$ cat config.mk
export PLATFORM = sky130hd
export DESIGN_NAME = tli_ctrl
export DESIGN_NICKNAME = d
export VERILOG_FILES = /design/src/design/tli_pkg.sv /design/src/design/tli_ctrl.sv
export SDC_FILE = /design/constraint.sdc
export NUM_CORES = 1
export LEC_CHECK = 0
export ABC_CLOCK_PERIOD_IN_PS = 3500
export BUFFER_PORTS_ARGS = -buffer_cell sky130_fd_sc_hd__buf_2
export CAP_MARGIN = 15
export CORE_AREA = 2 2 39 41
export DETAILED_ROUTE_END_ITERATION = 8
export DIE_AREA = 0 0 41 43
export HOLD_SLACK_MARGIN = 0.12
export PLACE_DENSITY = 0.67
export SLEW_MARGIN = 20
export SYNTH_ARGS = -nofsm -noshare
export SYNTH_HDL_FRONTEND = slang
export SYNTH_SLANG_ARGS = --single-unit
$ cat constraint.sdc
create_clock -name i_clk -period 3.5 [get_ports i_clk]
set_input_delay 0.35 -clock i_clk [delete_from_list [all_inputs] [get_ports i_clk]]
set_output_delay 0.35 -clock i_clk [all_outputs]
set_load 0.03 [all_outputs]
$ cat src/design/tli_pkg.sv
// Shared types and constants for the table linear interpolator.
// Holds the FSM state type, the controller/datapath command and status structs.
// No dependencies.
`timescale 1ns / 1ps

package tli_pkg;

    // Table geometry
    localparam int TABLE_DEPTH = 256;
    localparam int ADDR_W      = $clog2(TABLE_DEPTH);
    localparam int CNT_W       = 9;
    localparam int DATA_W      = 32;
    localparam int PROD_W      = 2 * DATA_W;
    localparam int DIV_CNT_W   = $clog2(PROD_W);

    localparam logic [CNT_W-1:0]     MIN_POINTS = CNT_W'(2);
    localparam logic [CNT_W-1:0]     MAX_POINTS = CNT_W'(TABLE_DEPTH);
    localparam logic [DIV_CNT_W-1:0] DIV_LAST   = DIV_CNT_W'(PROD_W - 1);

    // Item function codes
    localparam logic FUNC_LOAD  = 1'b0;
    localparam logic FUNC_QUERY = 1'b1;

    typedef enum logic [3:0] {
        S_IDLE,
        S_CHK_FIRST,
        S_CHK_LAST,
        S_WALK,
        S_RD_LO,
        S_RD_HI,
        S_DIFF,
        S_MUL,
        S_DIV,
        S_OUT
    } t_state;

    typedef enum logic [2:0] {
        A_ZERO,
        A_ONE,
        A_LAST,
        A_KNEXT,
        A_M,
        A_M1
    } t_addr_sel;

    typedef enum logic [1:0] {
        M_ZERO,
        M_LASTM1,
        M_KM1
    } t_m_sel;

    typedef struct packed {
        logic      load;
        logic      query_start;
        logic      rd_en;
        t_addr_sel addr_sel;
        logic      k_init;
        logic      k_inc;
        logic      m_set;
        t_m_sel    m_sel;
        logic      cap_lo;
        logic      diff;
        logic      mul;
        logic      div_step;
        logic      out_load;
    } t_dp_cmd;

    typedef struct packed {
        logic q_le_rd;
        logic q_ge_rd;
        logic k_lt_last;
        logic zero_span;
        logic div_last;
        logic out_free;
    } t_dp_stat;

endpackage

$ cat src/design/tli_ctrl.sv
// Controller FSM for the table linear interpolator.
// Sequences table search, segment fetch, multiply and serial divide.
// Depends on tli_pkg.
`timescale 1ns / 1ps

module tli_ctrl (
    input  logic             i_clk,
    input  logic             i_rst_n,
    input  logic             i_in_valid,
    input  logic             i_func,
    input  tli_pkg::t_dp_stat i_stat,
    output tli_pkg::t_dp_cmd  o_cmd,
    output logic             o_in_stall
);

    tli_pkg::t_state r_state;
    tli_pkg::t_state n_state;

    // State register
    always_ff @(posedge i_clk) begin
        if (!i_rst_n) begin
            r_state <= tli_pkg::S_IDLE;
        end else begin
            r_state <= n_state;
        end
    end

    // Next state
    always_comb begin
        n_state = r_state;
        case (r_state)
            tli_pkg::S_IDLE: begin
                if (i_in_valid && i_func == tli_pkg::FUNC_QUERY) begin
                    n_state = tli_pkg::S_CHK_FIRST;
                end
            end
            tli_pkg::S_CHK_FIRST: begin
                n_state = i_stat.q_le_rd ? tli_pkg::S_RD_LO : tli_pkg::S_CHK_LAST;
            end
            tli_pkg::S_CHK_LAST: begin
                n_state = i_stat.q_ge_rd ? tli_pkg::S_RD_LO : tli_pkg::S_WALK;
            end
            tli_pkg::S_WALK: begin
                if (!(i_stat.k_lt_last && i_stat.q_ge_rd)) begin
                    n_state = tli_pkg::S_RD_LO;
                end
            end
            tli_pkg::S_RD_LO: n_state = tli_pkg::S_RD_HI;
            tli_pkg::S_RD_HI: n_state = tli_pkg::S_DIFF;
            tli_pkg::S_DIFF:  n_state = tli_pkg::S_MUL;
            tli_pkg::S_MUL: begin
                n_state = i_stat.zero_span ? tli_pkg::S_OUT : tli_pkg::S_DIV;
            end
            tli_pkg::S_DIV: begin
                if (i_stat.div_last) begin
                    n_state = tli_pkg::S_OUT;
                end
            end
            tli_pkg::S_OUT: begin
                if (i_stat.out_free) begin
                    n_state = tli_pkg::S_IDLE;
                end
            end
            default: n_state = tli_pkg::S_IDLE;
        endcase
    end

    // Datapath commands
    always_comb begin
        o_cmd          = '0;
        o_cmd.addr_sel = tli_pkg::A_ZERO;
        o_cmd.m_sel    = tli_pkg::M_ZERO;
        o_in_stall     = 1'b1;
        case (r_state)
            tli_pkg::S_IDLE: begin
                o_in_stall = 1'b0;
                if (i_in_valid) begin
                    if (i_func == tli_pkg::FUNC_LOAD) begin
                        o_cmd.load = 1'b1;
                    end else begin
                        o_cmd.query_start = 1'b1;
                        o_cmd.rd_en       = 1'b1;
                        o_cmd.addr_sel    = tli_pkg::A_ZERO;
                    end
                end
            end
            tli_pkg::S_CHK_FIRST: begin
                if (i_stat.q_le_rd) begin
                    o_cmd.m_set = 1'b1;
                    o_cmd.m_sel = tli_pkg::M_ZERO;
                end else begin
                    o_cmd.rd_en    = 1'b1;
                    o_cmd.addr_sel = tli_pkg::A_LAST;
                end
            end
            tli_pkg::S_CHK_LAST: begin
                if (i_stat.q_ge_rd) begin
                    o_cmd.m_set = 1'b1;
                    o_cmd.m_sel = tli_pkg::M_LASTM1;
                end else begin
                    o_cmd.k_init   = 1'b1;
                    o_cmd.rd_en    = 1'b1;
                    o_cmd.addr_sel = tli_pkg::A_ONE;
                end
            end
            tli_pkg::S_WALK: begin
                if (i_stat.k_lt_last && i_stat.q_ge_rd) begin
                    o_cmd.k_inc    = 1'b1;
                    o_cmd.rd_en    = 1'b1;
                    o_cmd.addr_sel = tli_pkg::A_KNEXT;
                end else begin
                    o_cmd.m_set = 1'b1;
                    o_cmd.m_sel = tli_pkg::M_KM1;
                end
            end
            tli_pkg::S_RD_LO: begin
                o_cmd.rd_en    = 1'b1;
                o_cmd.addr_sel = tli_pkg::A_M;
            end
            tli_pkg::S_RD_HI: begin
                o_cmd.cap_lo   = 1'b1;
                o_cmd.rd_en    = 1'b1;
                o_cmd.addr_sel = tli_pkg::A_M1;
            end
            tli_pkg::S_DIFF: o_cmd.diff     = 1'b1;
            tli_pkg::S_MUL:  o_cmd.mul      = 1'b1;
            tli_pkg::S_DIV:  o_cmd.div_step = 1'b1;
            tli_pkg::S_OUT: begin
                o_cmd.out_load = i_stat.out_free;
            end
            default: o_in_stall = 1'b1;
        endcase
    end

endmodule

# After elaboration in Yosys (flattened, before gate mapping)
# Index checks and enable logic that the tools add are counted.
dict set report totals {
  ff_bits 4
  word_cells 47
  out_inout_bits 17
  in_bits 10
}
dict set report classes {
  eq_ne 13
  reduce_logical 4
  muxes 29
}
# operator n
set op_table {}
lappend op_table {{$pmux W4 S10} 1}
lappend op_table {{$mux W4} 6}
lappend op_table {{$pmux W4 S6} 1}
lappend op_table {{$eq A4 B3 Y1 const B} 4}
lappend op_table {{$mux W3} 5}
lappend op_table {{$mux W1} 11}
lappend op_table {{$mux W5} 2}
lappend op_table {{$pmux W3 S3} 1}
lappend op_table {{$eq A4 B2 Y1 const B} 2}
lappend op_table {{$eq A4 B4 Y1 const B} 2}
lappend op_table {{$ne A2 B2 Y1 const B} 4}
lappend op_table {{$mux W6} 1}
lappend op_table {{$eq A4 B1 Y1 const B} 1}
lappend op_table {{$logic_not A4 Y1} 1}
lappend op_table {{$reduce_and A4 Y1} 1}
lappend op_table {{$logic_and A1 B1 Y1} 2}
lappend op_table {{$mux W2} 1}

# Longest topological paths before layout
dict set report logic_depth {
  ltp_word 3
  depth_mapped 5
  depth_no_buf 4
}

# Least setup slack after synthesis
# No wires, ideal clock.
dict set report synth_path {
  path_kind {register to output}
  startpoint {register r_state[3]}
  endpoint {output port o_cmd[10] (netlist bit)}
  required_time_ns 3.150
  arrival_time_ns 1.829
  stages_incl_launch_ff 6
  setup_slack_ns 1.321
  cell_sequence {dfxtp_1 -> buf_4 -> or2b_1 -> nor2_1 -> and2_1 -> or2_2}
}
# element line
set synth_rtl {}
lappend synth_rtl {{start, declared} tli_ctrl.sv:16} ;# tli_pkg::t_state r_state;
lappend synth_rtl {{start signal, assigned} tli_ctrl.sv:22} ;# r_state <= tli_pkg::S_IDLE;
lappend synth_rtl {{start signal, assigned} tli_ctrl.sv:24} ;# r_state <= n_state;
lappend synth_rtl {{end, declared} tli_ctrl.sv:12} ;# output tli_pkg::t_dp_cmd o_cmd,

==> impl_results.md <==
- CP arrival: about 2000 ps
- Flops & latches, synth: 4
- Power Total: just under 400 uW
- Post-route cell area: just under 600 um2
- Syn Area/Cell: roughly 7.3 um2
- # diodes: 0
- Flop pwr share: roughly a quarter
- Post-CTS Setup Inserts: 0
- First-pass GRT wire length: between 1.5 and 2 mm
- Share of cells above drive strength 1: 44.8%
- Crit path from: r_state[0]
- Initial antenna violation count: 0
- Syn. warnings: 0
- Placed Cells incl. Taps: 100
- Syn Std Cell Area: roughly 460 um2
- DP Area: ~570 um2
- Most frequent cells in the layout: 26 x buf_2, 8 x nand2_1, 8 x nor2_1, 4 x dfxtp_1
- Antenna viol nets, final: 0
- Crit Path Class: flop to output pin
- Max FO, Critical Path: 17
- Most flop-heavy register: r_state
- Number of DRC markers in iteration 0: 8
- Final Setup Violations: 0
- Switching fraction of total power: between 50% and 60%
- Sink Count: 4
- HP Class: primary input to flop
- Final Cycle Share: roughly two thirds
- CTS tree: done
- MaxCap Viol Count: 0
- Worst relative slew slack: 57.8%
- Vias/cell: around 5.2
- WL per Instance: approximately 11 um
- Worst-Margin Slew: between 600 and 700 ps
- Placer Congestion: between 0.7 and 0.8
- Synth Net Count: 73
- Number of global-route vias before repair: 480
- Initial core utilization: about 33%
- Distinct cells, synth: 35
- Worst reg2reg startpoint: r_state[0]
- Pint: about 190 uW
- PortBufs: 26
- Final Skew: 0.0470 ps
- Setup TNS: 0 ps
- Gate Count Post-Synth: 63
- Required @ worst endpoint: approximately 3200 ps
- DR pass1 iterations: 4
- Top flop regs: r_state: 4 flops
- Hpwl dp: just over 900 um
- Commonest non-fill, non-tap cell in the layout: buf_2
- CP Launch Type: flop
- Total clock buffers created by CTS: 3
- Pins Over Slew Limit: 0
- WHS Path Cells: 2
- Nets@finish: roughly 100
- FF-to-FF path depth: 4
- PostCTS Resize Cnt: 0
- IR drop worst, VDD: about 0.28 mV
- Chip Width: about 41 um
- H-Tree Depth: 1
- Switch Pwr: 199 uW
- Pwr/cell area: roughly 650 mW/mm2
- Comb pwr share: between 60 and 70%
- Area grow syn2layout: 28.9%
- Area occupied by registers: roughly 80 um2
- Post-route DRC: 0
- Bufs on Longest Clock Path: 2
- CTS root buf: clkbuf_4
- Core area: roughly 0.0014 mm2
- I/O pin total: 27
- Status: completed
- Non-filler cells, final: 103
- Clock Pin Slew Worst Setup and Hold Paths: around 30 ps
- Leak Pwr: ~0.31 nW
- Clock latency on the worst-skew pair: approximately 230 ps
- Final hold vios: 0
- Multi-input logic area: 337 um2
- Via count: between 500 and 600
- Row Count: 14
- Clk pwr share: approximately 14%
- Final core utilization: 43.1%
- RSZ-0062 raised after global routing: no
- HP Start: i_rst_n
- Clock period minus final worst setup slack: approximately 2300 ps
- GRT Overall Usage: 15.6%
- Register area share after synthesis: 17.3%
- Crit path capture type: output pin
- Largest net degree at the start of global routing: 18
- Max reg flops: 4
- # hold bufs at CTS: 0
- Layout fillers: 156
- Fmax: between 400 and 500 MHz
- Die area: ~0.0018 mm2
- Die height: between 40 and 50 um
- Global route overflow: 0
- Final WL: between 1 and 1.5 mm
-- per-stage QoR --
stage               hold slack, ps  worst slack [ps]
floorplan                      478              1320
global placement               637              1460
detailed placement             638              1440
CTS                            391              1180
global route                   401              1090
finish                         401              1180
-- cells by family (layout without fill, tap and decap cells) --
| family | count (synthesis) | after routing | synth area share [%] |
|---|---|---|---|
| buf+inv | 7 | 31 | 10.0 |
| compound gates | 12 | 12 | 17.8 |
| xor+xnor | 1 | 1 | 1.89 |
| flops | 4 | 4 | 17.3 |
| simple gates | 37 | 37 | 48.7 |
| mux | 2 | 2 | 4.32 |
-- cell usage after synthesis --
library cell | instances | area, um2
a211oi_1 | 1 | 7.51
nor2_1 | 8 | 30.0
a31oi_1 | 1 | 6.26
o21ai_0 | 2 | 10.0
a311oi_1 | 1 | 8.76
nand2b_4 | 1 | 13.8
inv_1 | 2 | 7.51
nor3_1 | 2 | 10.0
nand3_1 | 2 | 10.0
o31a_1 | 1 | 8.76
or2b_4 | 1 | 11.3
a21oi_1 | 2 | 10.0
and3_2 | 1 | 7.51
o32ai_1 | 1 | 8.76
nor4_2 | 2 | 25.0
and2_1 | 1 | 6.26
buf_2 | 1 | 5.00
mux2i_1 | 2 | 20.0
buf_4 | 1 | 7.51
or2b_1 | 1 | 7.51
nor4_1 | 2 | 12.5
or2_2 | 3 | 18.8
clkbuf_1 | 1 | 3.75
o31ai_1 | 1 | 7.51
buf_6 | 2 | 22.5
a21o_1 | 1 | 7.51
or4_1 | 1 | 7.51
a21boi_1 | 1 | 7.51
xnor2_1 | 1 | 8.76
dfxtp_1 | 4 | 80.1
nand2_1 | 8 | 30.0
nor3_2 | 1 | 10.0
and3_1 | 1 | 6.26
nor3b_1 | 1 | 7.51
or3b_4 | 1 | 11.3
-- worst max-delay path: stages, from the launching register on --
cell,delay [ps]
dfxtp_1,710
nor4_2,140
and3_1,220
or4_1,480
buf_2,190
-- per-layer routing --
metal	vias to the layer above	share of wire [%]	global-route usage, %
met5	-	0	0
met4	0	1.8	12.0
met3	2	6.1	3.14
met2	18	46	22.2
met1	236	46	19.5
li1	277	-	-
-- path summary, 6_finish.rpt --
kind,endpoint,slack [ps]
setup / recovery,o_cmd[13],1180
hold / removal,r_state[1],400
setup reg to reg,r_state[2],1770
hold reg to reg,r_state[3],690
-- power groups by stage --
| stage | registers [mW] | clock network (mW) | logic [mW] |
|---|---|---|---|
| detailed placement | 0.0947 | 0 | 0.241 |
| CTS | 0.0941 | 0.0581 | 0.241 |
| global route | 0.0987 | 0.0603 | 0.260 |
| global placement | 0.0941 | 0 | 0.237 |
| floorplan | 0.0610 | 0 | 0.233 |
| finish | 0.0949 | 0.0548 | 0.238 |
-- layout make-up --
cell class / instances / area share [%]
multi-input cells: 52 / 56.4
inverters: 2 / 1.26
repair buffers: 26 / 21.8
well taps: 16 / 3.35
clock buffers: 3 / 3.77
flip-flops and latches: 4 / 13.4
No activity file was read; power rests on OpenSTA's default activity.
